[config.mk]
export PLATFORM = sky130hd
export DESIGN_NAME = grid_ray_cell_walk_core
export DESIGN_NICKNAME = d
export VERILOG_FILES = /design/src/rtl/grcw_pkg.sv /design/src/rtl/grcw_ctrl.sv /design/src/rtl/grcw_dp.sv /design/src/rtl/grid_ray_cell_walk_core.sv
export SDC_FILE = /design/constraint.sdc
export NUM_CORES = 2
export LEC_CHECK = 0
export BUFFER_PORTS_ARGS = -buffer_cell sky130_fd_sc_hd__buf_2
export CAP_MARGIN = 20
export CORE_MARGIN = 10
export CORE_UTILIZATION = 60
export CTS_BUF_LIST = sky130_fd_sc_hd__clkbuf_8
export CTS_CLUSTER_SIZE = 12
export DETAILED_ROUTE_END_ITERATION = 12
export PLACE_DENSITY = 0.75
export SLEW_MARGIN = 15
export SYNTH_ARGS = -nofsm -noshare
export SYNTH_HDL_FRONTEND = slang
export SYNTH_HIERARCHICAL = 1
export SYNTH_SLANG_ARGS = --single-unit
[constraint.sdc]
create_clock -name clk_i -period 14.9 [get_ports clk_i]
set_input_delay 2.98 -clock clk_i [delete_from_list [all_inputs] [get_ports clk_i]]
set_output_delay 2.98 -clock clk_i [all_outputs]
set_load 0.02 [all_outputs]
[src/rtl/grcw_pkg.sv]
// grcw_pkg: types, widths and constants for the grid ray cell walk core
// used by grcw_ctrl, grcw_dp and grid_ray_cell_walk_core
`default_nettype none

package grcw_pkg;

  localparam int DIMS               = 3;
  localparam int MAX_CELLS_PER_AXIS = 32;
  localparam int MAX_RESULTS        = 41;

  localparam int NAX     = 3;
  localparam int COORD_W = 24;
  localparam int DIFF_W  = COORD_W + 1;
  localparam int CS_W    = 16;
  localparam int NC_W    = 6;
  localparam int CELL_W  = 5;
  localparam int CFG_IW  = 3;
  localparam int RES_W   = $clog2(MAX_RESULTS + 1);
  localparam int QB      = $clog2(MAX_CELLS_PER_AXIS);
  localparam int DVD_W   = COORD_W + 3;
  localparam int DVS_W   = CS_W + 2;
  localparam int CNT_W   = DVD_W;
  localparam int DEN_W   = DVD_W - 2;
  localparam int Q_W     = DIFF_W + CNT_W + 1;
  localparam int STEP_W  = $clog2(DVD_W);

  localparam logic [CFG_IW-1:0] REG_ORIGIN_X  = 3'd0;
  localparam logic [CFG_IW-1:0] REG_ORIGIN_Y  = 3'd1;
  localparam logic [CFG_IW-1:0] REG_ORIGIN_Z  = 3'd2;
  localparam logic [CFG_IW-1:0] REG_CELL_SIZE = 3'd3;
  localparam logic [CFG_IW-1:0] REG_CELLS_X   = 3'd4;
  localparam logic [CFG_IW-1:0] REG_CELLS_Y   = 3'd5;
  localparam logic [CFG_IW-1:0] REG_CELLS_Z   = 3'd6;

  typedef enum logic [3:0] {
    ST_IDLE,
    ST_PREP,
    ST_DIV,
    ST_MULI,
    ST_MUL,
    ST_ADV,
    ST_CHK,
    ST_QDIV,
    ST_DECIDE,
    ST_EMIT,
    ST_FIN
  } state_e;

  typedef struct packed {
    logic [NAX-1:0][COORD_W-1:0] org;
    logic [CS_W-1:0]             cell_size;
    logic [NAX-1:0][NC_W-1:0]    ncells;
  } cfg_t;

  typedef struct packed {
    logic load;
    logic prep;
    logic div_step;
    logic mul_init;
    logic mul_step;
    logic adv;
    logic qinit;
    logic q_step;
    logic take;
    logic emit_pend;
    logic emit_fin;
  } cmd_t;

  typedef struct packed {
    logic n_ge;
    logic nres_full;
    logic outside;
    logic same;
    logic pend_vld;
  } sts_t;

endpackage

`default_nettype wire

[src/rtl/grcw_ctrl.sv]
// grcw_ctrl: sequencer for the grid ray cell walk, owns the output valid
// depends on grcw_pkg; drives grcw_dp through cmd_t, reads sts_t
`default_nettype none

module grcw_ctrl (
  input  wire              clk_i,
  input  wire              rst_ni,
  input  wire              in_valid_i,
  output logic             in_stall_o,
  output logic             out_valid_o,
  input  wire              out_stall_i,
  input  grcw_pkg::sts_t   sts_i,
  output grcw_pkg::cmd_t   cmd_o
);
  import grcw_pkg::*;

  state_e              state_q, state_d;
  logic [STEP_W-1:0]   step_q, step_d;
  logic                out_vld_q, out_vld_d;
  logic                out_free;

  assign out_free = !out_vld_q || !out_stall_i;

  always_comb begin
    state_d = state_q;
    unique case (state_q)
      ST_IDLE:   if (in_valid_i) state_d = ST_PREP;
      ST_PREP:   state_d = ST_DIV;
      ST_DIV:    if (step_q == STEP_W'(DVD_W - 1)) state_d = ST_MULI;
      ST_MULI:   state_d = ST_MUL;
      ST_MUL:    if (step_q == STEP_W'(CNT_W - 1)) state_d = ST_ADV;
      ST_ADV:    state_d = ST_CHK;
      ST_CHK: begin
        if (sts_i.n_ge || sts_i.nres_full) state_d = ST_FIN;
        else                               state_d = ST_QDIV;
      end
      ST_QDIV:   if (step_q == STEP_W'(QB - 1)) state_d = ST_DECIDE;
      ST_DECIDE: begin
        priority if (sts_i.outside) state_d = ST_FIN;
        else if (sts_i.same)        state_d = ST_ADV;
        else if (sts_i.pend_vld)    state_d = ST_EMIT;
        else                        state_d = ST_ADV;
      end
      ST_EMIT:   if (out_free) state_d = ST_ADV;
      ST_FIN:    if (out_free) state_d = ST_IDLE;
      default:   state_d = ST_IDLE;
    endcase
  end

  always_comb begin
    cmd_o      = '0;
    step_d     = '0;
    in_stall_o = 1'b1;
    unique case (state_q)
      ST_IDLE: begin
        in_stall_o  = 1'b0;
        cmd_o.load  = in_valid_i;
      end
      ST_PREP:  cmd_o.prep = 1'b1;
      ST_DIV: begin
        cmd_o.div_step = 1'b1;
        step_d         = step_q + 1'b1;
      end
      ST_MULI:  cmd_o.mul_init = 1'b1;
      ST_MUL: begin
        cmd_o.mul_step = 1'b1;
        step_d         = step_q + 1'b1;
      end
      ST_ADV:   cmd_o.adv = 1'b1;
      ST_CHK:   cmd_o.qinit = !(sts_i.n_ge || sts_i.nres_full);
      ST_QDIV: begin
        cmd_o.q_step = 1'b1;
        step_d       = step_q + 1'b1;
      end
      ST_DECIDE: cmd_o.take = !sts_i.outside && !sts_i.same && !sts_i.pend_vld;
      ST_EMIT: begin
        cmd_o.take      = out_free;
        cmd_o.emit_pend = out_free;
      end
      ST_FIN:   cmd_o.emit_fin = out_free;
      default: ;
    endcase
  end

  always_comb begin
    if (cmd_o.emit_pend || cmd_o.emit_fin) out_vld_d = 1'b1;
    else if (!out_stall_i)                 out_vld_d = 1'b0;
    else                                   out_vld_d = out_vld_q;
  end

  always_ff @(posedge clk_i or negedge rst_ni) begin
    if (!rst_ni) begin
      state_q   <= ST_IDLE;
      step_q    <= '0;
      out_vld_q <= 1'b0;
    end else begin
      state_q   <= state_d;
      step_q    <= step_d;
      out_vld_q <= out_vld_d;
    end
  end

  assign out_valid_o = out_vld_q;

endmodule

`default_nettype wire

[src/rtl/grcw_dp.sv]
// grcw_dp: datapath of the grid ray cell walk: count divider, serial
// multipliers, sample accumulators, cell index dividers and output register
// depends on grcw_pkg; controlled by grcw_ctrl
`default_nettype none

module grcw_dp (
  input  wire                          clk_i,
  input  wire                          rst_ni,
  input  grcw_pkg::cfg_t               cfg_i,
  input  wire signed [grcw_pkg::COORD_W-1:0] start_x_i,
  input  wire signed [grcw_pkg::COORD_W-1:0] start_y_i,
  input  wire signed [grcw_pkg::COORD_W-1:0] start_z_i,
  input  wire signed [grcw_pkg::COORD_W-1:0] end_x_i,
  input  wire signed [grcw_pkg::COORD_W-1:0] end_y_i,
  input  wire signed [grcw_pkg::COORD_W-1:0] end_z_i,
  input  grcw_pkg::cmd_t               cmd_i,
  output grcw_pkg::sts_t               sts_o,
  output logic [grcw_pkg::CELL_W-1:0]  cell_x_o,
  output logic [grcw_pkg::CELL_W-1:0]  cell_y_o,
  output logic [grcw_pkg::CELL_W-1:0]  cell_z_o,
  output logic                         cell_valid_o,
  output logic                         last_o
);
  import grcw_pkg::*;

  logic signed [COORD_W-1:0] st_in [NAX];
  logic signed [COORD_W-1:0] en_in [NAX];

  logic signed [COORD_W-1:0] st_q [NAX];
  logic signed [DIFF_W-1:0]  df_q [NAX];
  logic [DVD_W-1:0]          m5_q, dvd_q;
  logic [DVS_W-1:0]          rem_q;
  logic [CNT_W-1:0]          count_q, mlt_q, n_q;
  logic [DEN_W-1:0]          den_q;
  logic signed [Q_W-1:0]     mc_q [NAX];
  logic signed [Q_W-1:0]     q_q  [NAX];
  logic [Q_W-1:0]            rq_q [NAX];
  logic [Q_W-1:0]            dsh_q;
  logic                      bad_q [NAX];
  logic [QB-1:0]             idx_q [NAX];
  logic [CELL_W-1:0]         pend_q [NAX];
  logic                      pend_vld_q;
  logic [RES_W-1:0]          nres_q;
  logic [CELL_W-1:0]         out_cell_q [NAX];
  logic                      out_cv_q, out_last_q;

  logic [COORD_W-1:0]        m_w;
  logic [DIFF_W-1:0]         mg;
  logic [DVD_W-1:0]          m5_w;
  logic [CS_W-1:0]           cs_eff;
  logic [DVS_W:0]            tr, dvs_x;
  logic                      dv_ge;
  logic [Q_W-1:0]            den_lim;
  logic [NC_W-1:0]           lim [NAX];
  logic                      outside, same;
  logic signed [DIFF_W-1:0]  rel [NAX];

  assign st_in[0] = start_x_i;
  assign st_in[1] = start_y_i;
  assign st_in[2] = start_z_i;
  assign en_in[0] = end_x_i;
  assign en_in[1] = end_y_i;
  assign en_in[2] = end_z_i;

  // largest axis difference over the active axes
  always_comb begin
    m_w = '0;
    mg  = '0;
    for (int a = 0; a < NAX; a++) begin
      mg = df_q[a][DIFF_W-1] ? DIFF_W'(-df_q[a]) : DIFF_W'(df_q[a]);
      if (a < DIMS && mg[COORD_W-1:0] > m_w) m_w = mg[COORD_W-1:0];
    end
    m5_w = (DVD_W'(m_w) << 2) + DVD_W'(m_w);
  end

  assign cs_eff  = (cfg_i.cell_size == '0) ? CS_W'(1) : cfg_i.cell_size;
  assign dvs_x   = {1'b0, cs_eff, 2'b00};
  assign tr      = {rem_q, dvd_q[DVD_W-1]};
  assign dv_ge   = tr >= dvs_x;
  assign den_lim = Q_W'(den_q) << QB;

  always_comb begin
    outside = 1'b0;
    same    = pend_vld_q;
    for (int a = 0; a < NAX; a++) begin
      lim[a] = (cfg_i.ncells[a] > NC_W'(MAX_CELLS_PER_AXIS)) ?
               NC_W'(MAX_CELLS_PER_AXIS) : cfg_i.ncells[a];
      rel[a] = DIFF_W'(st_q[a]) - DIFF_W'($signed(cfg_i.org[a]));
      if (a < DIMS) begin
        if (bad_q[a] || (NC_W'(idx_q[a]) >= lim[a])) outside = 1'b1;
        if (CELL_W'(idx_q[a]) != pend_q[a]) same = 1'b0;
      end
    end
  end

  assign sts_o.n_ge      = n_q >= count_q;
  assign sts_o.nres_full = nres_q == RES_W'(MAX_RESULTS);
  assign sts_o.outside   = outside;
  assign sts_o.same      = same;
  assign sts_o.pend_vld  = pend_vld_q;

  always_ff @(posedge clk_i or negedge rst_ni) begin
    if (!rst_ni) begin
      pend_vld_q <= 1'b0;
      nres_q     <= '0;
    end else begin
      if (cmd_i.mul_init) begin
        pend_vld_q <= 1'b0;
        nres_q     <= '0;
      end else if (cmd_i.take) begin
        pend_vld_q <= 1'b1;
        nres_q     <= nres_q + 1'b1;
      end
    end
  end

  always_ff @(posedge clk_i) begin
    if (cmd_i.load) begin
      for (int a = 0; a < NAX; a++) begin
        st_q[a] <= st_in[a];
        df_q[a] <= DIFF_W'(en_in[a]) - DIFF_W'(st_in[a]);
      end
    end
    if (cmd_i.prep) begin
      m5_q  <= m5_w;
      dvd_q <= m5_w;
      rem_q <= '0;
    end
    if (cmd_i.div_step) begin
      rem_q <= dv_ge ? DVS_W'(tr - dvs_x) : DVS_W'(tr);
      dvd_q <= {dvd_q[DVD_W-2:0], dv_ge};
    end
    if (cmd_i.mul_init) begin
      count_q <= dvd_q;
      mlt_q   <= dvd_q;
      n_q     <= '0;
      den_q   <= DEN_W'((m5_q - DVD_W'(rem_q)) >> 2);
      for (int a = 0; a < NAX; a++) begin
        mc_q[a] <= Q_W'(rel[a]);
        q_q[a]  <= '0;
      end
    end
    if (cmd_i.mul_step) begin
      mlt_q <= mlt_q >> 1;
      for (int a = 0; a < NAX; a++) begin
        mc_q[a] <= mc_q[a] <<< 1;
        if (mlt_q[0]) q_q[a] <= q_q[a] + mc_q[a];
      end
    end
    if (cmd_i.adv) begin
      n_q <= n_q + 1'b1;
      for (int a = 0; a < NAX; a++) q_q[a] <= q_q[a] + Q_W'(df_q[a]);
    end
    if (cmd_i.qinit) begin
      dsh_q <= Q_W'(den_q) << (QB - 1);
      for (int a = 0; a < NAX; a++) begin
        rq_q[a]  <= q_q[a];
        idx_q[a] <= '0;
        bad_q[a] <= (q_q[a] <= 0) || (q_q[a] >= $signed(den_lim));
      end
    end
    if (cmd_i.q_step) begin
      dsh_q <= dsh_q >> 1;
      for (int a = 0; a < NAX; a++) begin
        if (rq_q[a] >= dsh_q) begin
          rq_q[a]  <= rq_q[a] - dsh_q;
          idx_q[a] <= QB'({idx_q[a], 1'b1});
        end else begin
          idx_q[a] <= QB'({idx_q[a], 1'b0});
        end
      end
    end
    if (cmd_i.take) begin
      for (int a = 0; a < NAX; a++)
        pend_q[a] <= (a < DIMS) ? CELL_W'(idx_q[a]) : '0;
    end
    if (cmd_i.emit_pend) begin
      out_cell_q <= pend_q;
      out_cv_q   <= 1'b1;
      out_last_q <= 1'b0;
    end else if (cmd_i.emit_fin) begin
      for (int a = 0; a < NAX; a++)
        out_cell_q[a] <= pend_vld_q ? pend_q[a] : '0;
      out_cv_q   <= pend_vld_q;
      out_last_q <= 1'b1;
    end
  end

  assign cell_x_o     = out_cell_q[0];
  assign cell_y_o     = out_cell_q[1];
  assign cell_z_o     = out_cell_q[2];
  assign cell_valid_o = out_cv_q;
  assign last_o       = out_last_q;

endmodule

`default_nettype wire

[src/rtl/grid_ray_cell_walk_core.sv]
// grid_ray_cell_walk_core: top level, configuration registers, sequencer
// and datapath of the grid ray cell walk; depends on grcw_pkg, grcw_ctrl, grcw_dp
//
//  channel  handshake              payload
//  in       in_valid_i/in_stall_o  start_x/y/z_i, end_x/y/z_i
//  out      out_valid_o/out_stall_i cell_x/y/z_o, cell_valid_o, last_o
//  cfg      cfg_valid_i/cfg_ready_o cfg_index_i, cfg_data_i
//
// one segment at a time: setup, sample count division, serial start products,
// then per sample advance, range check, 5 index division steps and decision,
// one more step when a new cell is sent, plus a wait while the output
// register is stalled
// reset clears config to origin 0, cell size 1.0, 32 cells per axis
`default_nettype none

module grid_ray_cell_walk_core (
  input  wire                                 clk_i,
  input  wire                                 rst_ni,
  input  wire                                 cfg_valid_i,
  output logic                                cfg_ready_o,
  input  wire [grcw_pkg::CFG_IW-1:0]          cfg_index_i,
  input  wire [grcw_pkg::COORD_W-1:0]         cfg_data_i,
  input  wire                                 in_valid_i,
  output logic                                in_stall_o,
  input  wire signed [grcw_pkg::COORD_W-1:0]  start_x_i,
  input  wire signed [grcw_pkg::COORD_W-1:0]  start_y_i,
  input  wire signed [grcw_pkg::COORD_W-1:0]  start_z_i,
  input  wire signed [grcw_pkg::COORD_W-1:0]  end_x_i,
  input  wire signed [grcw_pkg::COORD_W-1:0]  end_y_i,
  input  wire signed [grcw_pkg::COORD_W-1:0]  end_z_i,
  output logic                                out_valid_o,
  input  wire                                 out_stall_i,
  output logic [grcw_pkg::CELL_W-1:0]         cell_x_o,
  output logic [grcw_pkg::CELL_W-1:0]         cell_y_o,
  output logic [grcw_pkg::CELL_W-1:0]         cell_z_o,
  output logic                                cell_valid_o,
  output logic                                last_o
);
  import grcw_pkg::*;

  cfg_t cfg_q;
  cmd_t cmd;
  sts_t sts;

  assign cfg_ready_o = 1'b1;

  always_ff @(posedge clk_i or negedge rst_ni) begin
    if (!rst_ni) begin
      cfg_q.org       <= '0;
      cfg_q.cell_size <= CS_W'(256);
      cfg_q.ncells    <= {NAX{NC_W'(32)}};
    end else if (cfg_valid_i) begin
      unique case (cfg_index_i)
        REG_ORIGIN_X:  cfg_q.org[0]     <= cfg_data_i;
        REG_ORIGIN_Y:  cfg_q.org[1]     <= cfg_data_i;
        REG_ORIGIN_Z:  cfg_q.org[2]     <= cfg_data_i;
        REG_CELL_SIZE: cfg_q.cell_size  <= cfg_data_i[CS_W-1:0];
        REG_CELLS_X:   cfg_q.ncells[0]  <= cfg_data_i[NC_W-1:0];
        REG_CELLS_Y:   cfg_q.ncells[1]  <= cfg_data_i[NC_W-1:0];
        REG_CELLS_Z:   cfg_q.ncells[2]  <= cfg_data_i[NC_W-1:0];
        default: ;
      endcase
    end
  end

  grcw_ctrl u_ctrl (
    .clk_i       (clk_i),
    .rst_ni      (rst_ni),
    .in_valid_i  (in_valid_i),
    .in_stall_o  (in_stall_o),
    .out_valid_o (out_valid_o),
    .out_stall_i (out_stall_i),
    .sts_i       (sts),
    .cmd_o       (cmd)
  );

  grcw_dp u_dp (
    .clk_i        (clk_i),
    .rst_ni       (rst_ni),
    .cfg_i        (cfg_q),
    .start_x_i    (start_x_i),
    .start_y_i    (start_y_i),
    .start_z_i    (start_z_i),
    .end_x_i      (end_x_i),
    .end_y_i      (end_y_i),
    .end_z_i      (end_z_i),
    .cmd_i        (cmd),
    .sts_o        (sts),
    .cell_x_o     (cell_x_o),
    .cell_y_o     (cell_y_o),
    .cell_z_o     (cell_z_o),
    .cell_valid_o (cell_valid_o),
    .last_o       (last_o)
  );

endmodule

`default_nettype wire
* Word-level counts from Yosys, hierarchy flattened
Memories as Yosys holds them, arrays and structs flattened.
Cells that the tools add are included.
** Word-level totals
- Register bits :: 362
- Bits in writable memories :: 642
- Input port bits :: 176
- Output and inout port bits :: 20
- Word-level logic and storage cells :: 274
- Memories kept :: 7
** Memory list
- u_dp.mc_q :: words 3, width 53, rd ports 3, clocked after Yosys merged registers in 0, wr ports 3, RTL line grcw_dp.sv:35 : logic signed [Q_W-1:0] mc_q [NAX];
- u_dp.q_q :: words 3, width 53, rd ports 3, clocked after Yosys merged registers in 0, wr ports 3, RTL line grcw_dp.sv:36 : logic signed [Q_W-1:0] q_q [NAX];
- u_dp.rq_q :: words 3, width 53, rd ports 3, clocked after Yosys merged registers in 0, wr ports 3, RTL line grcw_dp.sv:37 : logic [Q_W-1:0] rq_q [NAX];
- u_dp.df_q :: words 3, width 25, rd ports 3, clocked after Yosys merged registers in 0, wr ports 3, RTL line grcw_dp.sv:30 : logic signed [DIFF_W-1:0] df_q [NAX];
- u_dp.st_q :: words 3, width 24, rd ports 3, clocked after Yosys merged registers in 0, wr ports 3, RTL line grcw_dp.sv:29 : logic signed [COORD_W-1:0] st_q [NAX];
- u_dp.idx_q :: words 3, width 5, rd ports 3, clocked after Yosys merged registers in 0, wr ports 3, RTL line grcw_dp.sv:40 : logic [QB-1:0] idx_q [NAX];
- 1 more memories
** Cells by class
- Add/sub/neg operators :: 24
- $lt $le $gt $ge :: 20
- Equal/unequal tests :: 29
- Mux-type cells :: 111
- Bitwise logic cells :: 18
- Reductions and logical operators :: 35
** Operators with widths (count)
- 2-to-1 mux 53 bit :: 12
- adder 53 x 25 -> 53 bit :: 3
- adder 53 bit :: 3
- >= comparator 53 x 29 -> 1 bit :: 3
- >= comparator 53 x 31 -> 1 bit :: 3
- <= comparator 53 x 1 -> 1 bit, second input constant :: 3
- subtractor 53 x 29 -> 53 bit :: 3
- subtractor 24 x 24 -> 25 bit :: 6
- 2-to-1 mux 24 bit :: 6
- 2-to-1 mux 27 bit :: 4
- negation 24 bit :: 3
- 2-to-1 mux 18 bit :: 3
- 2-to-1 mux 1 bit :: 52
- 2-to-1 mux 26 bit :: 2
- 2-to-1 mux 5 bit :: 10
- greater-than comparator 24 bit :: 2
- one-hot mux 4 bit (11 select lines) :: 1
- 2-to-1 mux 4 bit :: 10
- 2-to-1 mux 15 bit :: 2
- 2-to-1 mux 6 bit :: 5
- 2-to-1 mux 29 bit :: 1
- 2-to-1 mux 28 bit :: 1
- adder 26 x 24 -> 27 bit :: 1
- adder 27 x 1 -> 27 bit, second input constant :: 1
- 35 further kinds :: 97

* Longest topological paths before layout
- Depth in word-level cells :: 13
- Mapped depth :: 48
- Gate-level depth less buffers :: 42

* Modules after synthesis
Netlist, hierarchy kept.
** By module, submodules not included
- grcw_dp :: instances 1, cells each 7302, area an instance 69063.7 µm², seq. area each 26560.5 µm²
- grid_ray_cell_walk_core :: instances 1, cells each 235, area an instance 4065.1 µm², seq. area each 2657.5 µm²
- grcw_ctrl :: instances 1, cells each 86, area an instance 757.0 µm², seq. area each 250.2 µm²

* Least setup slack after synthesis
Ideal clock, no wire load.
- Kind :: flip-flop to flip-flop
- Start :: memory u_dp/df_q[0][28] (netlist name)
- End :: register u_dp.dvd_q[24], data pin
- Library setup time :: 0.260 ns
- Arrival :: 9.982 ns
- Required time :: 14.640 ns
- Setup slack :: 4.658 ns
- Cell stages (with the launch flop) :: 45
- Path buffers :: 7
- Clock period less this slack :: 10.242 ns
- Cell sequence :: edfxtp_1 -> or4_1 -> or3_1 -> or3_1 -> nand2b_1 -> o41ai_1 -> xnor2_1 -> ha_1 -> nand4_1 -> nor4_1 -> and2_1 -> o21bai_1 -> buf_2 -> buf_1 -> clkbuf_1 -> buf_1 -> nand2_1 -> o21ai_0 -> [... 9 more ...] -> clkbuf_1 -> clkbuf_1 -> nand2_1 -> o21ai_0 -> ha_1 -> inv_1 -> fa_1 -> inv_1 -> a21o_1 -> a21oi_1 -> a211oi_1 -> a2111oi_2 -> nor4b_2 -> o311ai_4 -> a21oi_2 -> o221ai_2 -> xnor2_1 -> mux2_2
** RTL lines
- start: declaration :: RTL line grcw_dp.sv:30
- end signal: assignment :: RTL line grcw_dp.sv:126 : dvd_q <= m5_w;
- end signal: assignment :: RTL line grcw_dp.sv:131 : dvd_q <= {dvd_q[DVD_W-2:0], dv_ge};
- end: declaration :: RTL line grcw_dp.sv:31 : logic [DVD_W-1:0] m5_q, dvd_q;

==> insert_results.sql <==
INSERT INTO impl_metrics (metric_group, metric, value, unit) VALUES
('synthesis', 'asyncSetResetFlopFracSynth', '0.123', ''),
('clock_network', 'clk_pin_slew', '0.06', 'ns'),
('timing', 'slew-limit-headroom', '0.255', ''),
('synthesis', 'xor_xnor_fraction_of_synth_area', '0.0774', ''),
('job', 'timing.max_cap.violations', '0', ''),
('synthesis', 'synth_top_area_cell', 'edfxtp_1', ''),
('synthesis', 'ys_ff_latch', '1004', ''),
('critical_path', 'critPathCapture', 'u_dp/dvd_q[24]', ''),
('synthesis', 'post_synth_main_area_contributors', 'edfxtp_1, ha_1, xnor2_1', ''),
('floorplanning', 'num_rows', '128', ''),
('placement', 'gpl.final_weighted_congestion', '0.986', ''),
('final_layout', 'syn_to_final_growth', '8.41', '%'),
('critical_path', 'critical_path.reg2reg.endpoint', 'u_dp/dvd_q[24]', ''),
('routing', 'remaining_drc_errors', '0', ''),
('critical_path', 'crit_fanout', '47', ''),
('critical_path', 'crit_path_max_incr_delay', '0.63', 'ns'),
('floorplanning', 'io-pin-count', '196', ''),
('clock_network', 'cts-hold-fix-buffers', '0', ''),
('grt', 'grt_pass1_vias', '58300', ''),
('grt', 'grt_max_degree', '117', ''),
('synthesis', 'count_of_yosys_warnings_during_synthesis', '6', ''),
('outcome', 'result_of_the_run', 'finished, final reports clean', ''),
('grt', 'grt_pass1_wl', '341000', 'µm'),
('grt', 'grt_use_total', '0.318', ''),
('critical_path', 'r2r_setup_slack', '3.93', 'ns'),
('routing', 'dr_total_vias', '60700', ''),
('routing', 'routed_wirelength', '224000', 'µm'),
('synthesis', 'netlist_instances', '7623', ''),
('synthesis', 'synth-compound-area-share', '0.177', ''),
('synthesis', 'syn_nets', '8584', ''),
('min_path', 'hold_path_class', 'reg -> reg', ''),
('synthesis', 'synth.cell_area', '73900', 'µm²'),
('final_layout', 'layout.area.seq', '29500', 'µm²'),
('final_layout', 'stdcell_count', '9638', ''),
('critical_path', 'path_common_cell', 'a21o_1', ''),
('clock_network', 'ctsResizeCount', '0', ''),
('synthesis', 'synth_simple_gate_area_frac', '0.145', ''),
('routing', 'dr.pass1.iters', '6', ''),
('synthesis', 'yosysUniqueCellTypes', '107', ''),
('critical_path', 'crit_path_top_delay_cell', 'or4_1', ''),
('clock_network', 'cts_tree', 'built', ''),
('synthesis', 'postSynthAreaPerCell', '9.69', 'µm²'),
('critical_path', 'r2r_start', 'u_dp/df_q[0][28]', ''),
('placement', 'placed_insts', '9308', ''),
('synthesis', 'synth_top_family_by_area', 'compound AO/OA/AOI/OAI gates', ''),
('synthesis', 'synth_ff_type', 'edfxtp_1', ''),
('clock_network', 'numCtsBuffers', '177', ''),
('critical_path', 'worstPathRequired', '15.58', 'ns'),
('placement', 'io_buffer_count', '194', ''),
('synthesis', 'netlist.area_leader.share', '0.355', ''),
('critical_path', 'end_kind', 'register', ''),
('grt', 'overflow', '0', ''),
('floorplanning', 'initial_utilization', '0.605', ''),
('final_layout', 'nets_final', '8825', ''),
('timing', 'max_slew.worst_pin.slew', '1.12', 'ns'),
('synthesis', 'synthMostInstantiatedCell', 'edfxtp_1', ''),
('clock_network', 'post_cts_buffers', '0', ''),
('placement', 'place_hpwl', '173000', 'µm'),
('timing', 'timing.final.hold_violations', '0', ''),
('routing', 'wire_per_inst', '23.3', 'µm'),
('timing', 'rsz0062_at_grt', 'false', ''),
('timing', 'whs', '0.494', 'ns'),
('synthesis', 'synth-edff-count', '874', ''),
('routing', 'initialDrtViolationCount', '6200', ''),
('floorplanning', 'die_width', '371', 'µm'),
('final_layout', 'area_occupied_by_multi_input_gates', '41800', 'µm²'),
('clock_network', 'numClockSinks', '1004', ''),
('timing', 'final_min_period_over_clock_period', '0.736', ''),
('timing', 'finalMaxSlewViolations', '0', ''),
('clock_network', 'cts_htree_levels', '4', ''),
('routing', 'antenna_left', '0', '');
## per-layer routing
layer  global-route usage  vias up  share of wire
met5              0.00664        -        0.00094
met1                0.419    29000           0.41
met3               0.0726      562          0.098
met2                0.496     2661           0.44
met4                0.144        8          0.049
li1                     -    28500              -
## sequential cells by signal, indices dropped and copies added, names as in the netlist, 27 cells and up
signal and flops:
u_dp/st_q 72, u_dp/m5_q 27, u_dp/q_q 159, u_dp/n_q 27, u_dp/dvd_q 27, u_dp/rq_q 159
u_dp/dsh_q 29, u_dp/count_q 27, u_dp/df_q 75, cfg_q 106, u_dp/mlt_q 27, u_dp/mc_q 159
## cell usage in the layout (no fill, tap or decap), types with 47 or more instances in the layout
| master | instances |
|---|---|
| dfrtp_1 | 119 |
| buf_4 | 50 |
| edfxtp_1 | 874 |
| nor4_1 | 67 |
| xor2_1 | 301 |
| a21o_1 | 259 |
| nor2_1 | 446 |
| nor2b_1 | 129 |
| a211oi_1 | 47 |
| nand3_1 | 138 |
| buf_2 | 193 |
| inv_1 | 587 |
| ha_1 | 768 |
| xnor2_1 | 352 |
| and3_1 | 48 |
| nand2b_1 | 137 |
| nand4_1 | 90 |
| a21boi_0 | 58 |
| nor3_1 | 137 |
| mux2_2 | 149 |
| clkbuf_8 | 195 |
| o21bai_1 | 80 |
| or3_1 | 58 |
| o31ai_1 | 70 |
| o21a_1 | 57 |
| o21ai_0 | 551 |
| a21oi_1 | 496 |
| nand2_1 | 774 |
| o22ai_1 | 106 |
## worst min path at each step
stage | startpoint | end | slack (ns) | depth (start not counted)
4_1_cts | u_dp/last_o | u_dp/last_o | 0.50 | 2
3_5_place_dp | u_dp/last_o | u_dp/last_o | 0.47 | 2
6_report | cfg_q[41] | cfg_q[41] | 0.49 | 1
3_3_place_gp | u_dp/mlt_q[26] | u_dp/mlt_q[26] | 0.47 | 2
5_1_grt | cfg_q[41] | cfg_q[41] | 0.51 | 1
2_1_floorplan | u_dp/dvd_q[0] | u_dp/count_q[0] | 0.44 | 0
## area by class of cell
type                       count  share of cell area
multi-input combinational   5912               0.522
clock inverter               129             0.00915
sequential                  1004               0.368
antenna                        4            0.000125
inverter                     522              0.0245
timing repair buffer         247              0.0173
tap                         1625              0.0254
clock buffer                 195              0.0335
## metrics by stage
stage / area (µm²) / utilization / setup WS (ns)
floorplan: 73900 / - / 4.66
CTS: 80100 / 0.656 / 4.04
finish: 80100 / 0.656 / 3.93
detailed placement: 76600 / 0.628 / 4.09
global route: 80100 / 0.656 / 3.14
global placement: 76600 / 0.628 / 4.25
## cells by family after synthesis
| logic type | count (synthesis) |
|---|---|
| buffers and inverters | 707 |
| adder cells (fa/ha/maj) | 788 |
| other | 1 |
| AND/OR/NAND/NOR | 2216 |
| XOR/XNOR | 653 |
| flip-flops | 1004 |
| multiplexers | 198 |
| AO/OA/AOI/OAI | 2056 |
## worst max-delay path: cells and delay by family, from the launching register on
family / cells / cell delay (ns)
AOI/OAI and AO/OA: 20 / 4.46
xor gates and xnor gates: 2 / 0.30
adders and majority gates: 4 / 1.31
buffers and inverters: 3 / 0.78
DFF: 1 / 0.46
muxes: 1 / 0.29
and+or+nand+nor: 9 / 3.06
Power is not shown: default switching activity piles up to over one toggle a cycle in this logic, so the estimate is an artifact.
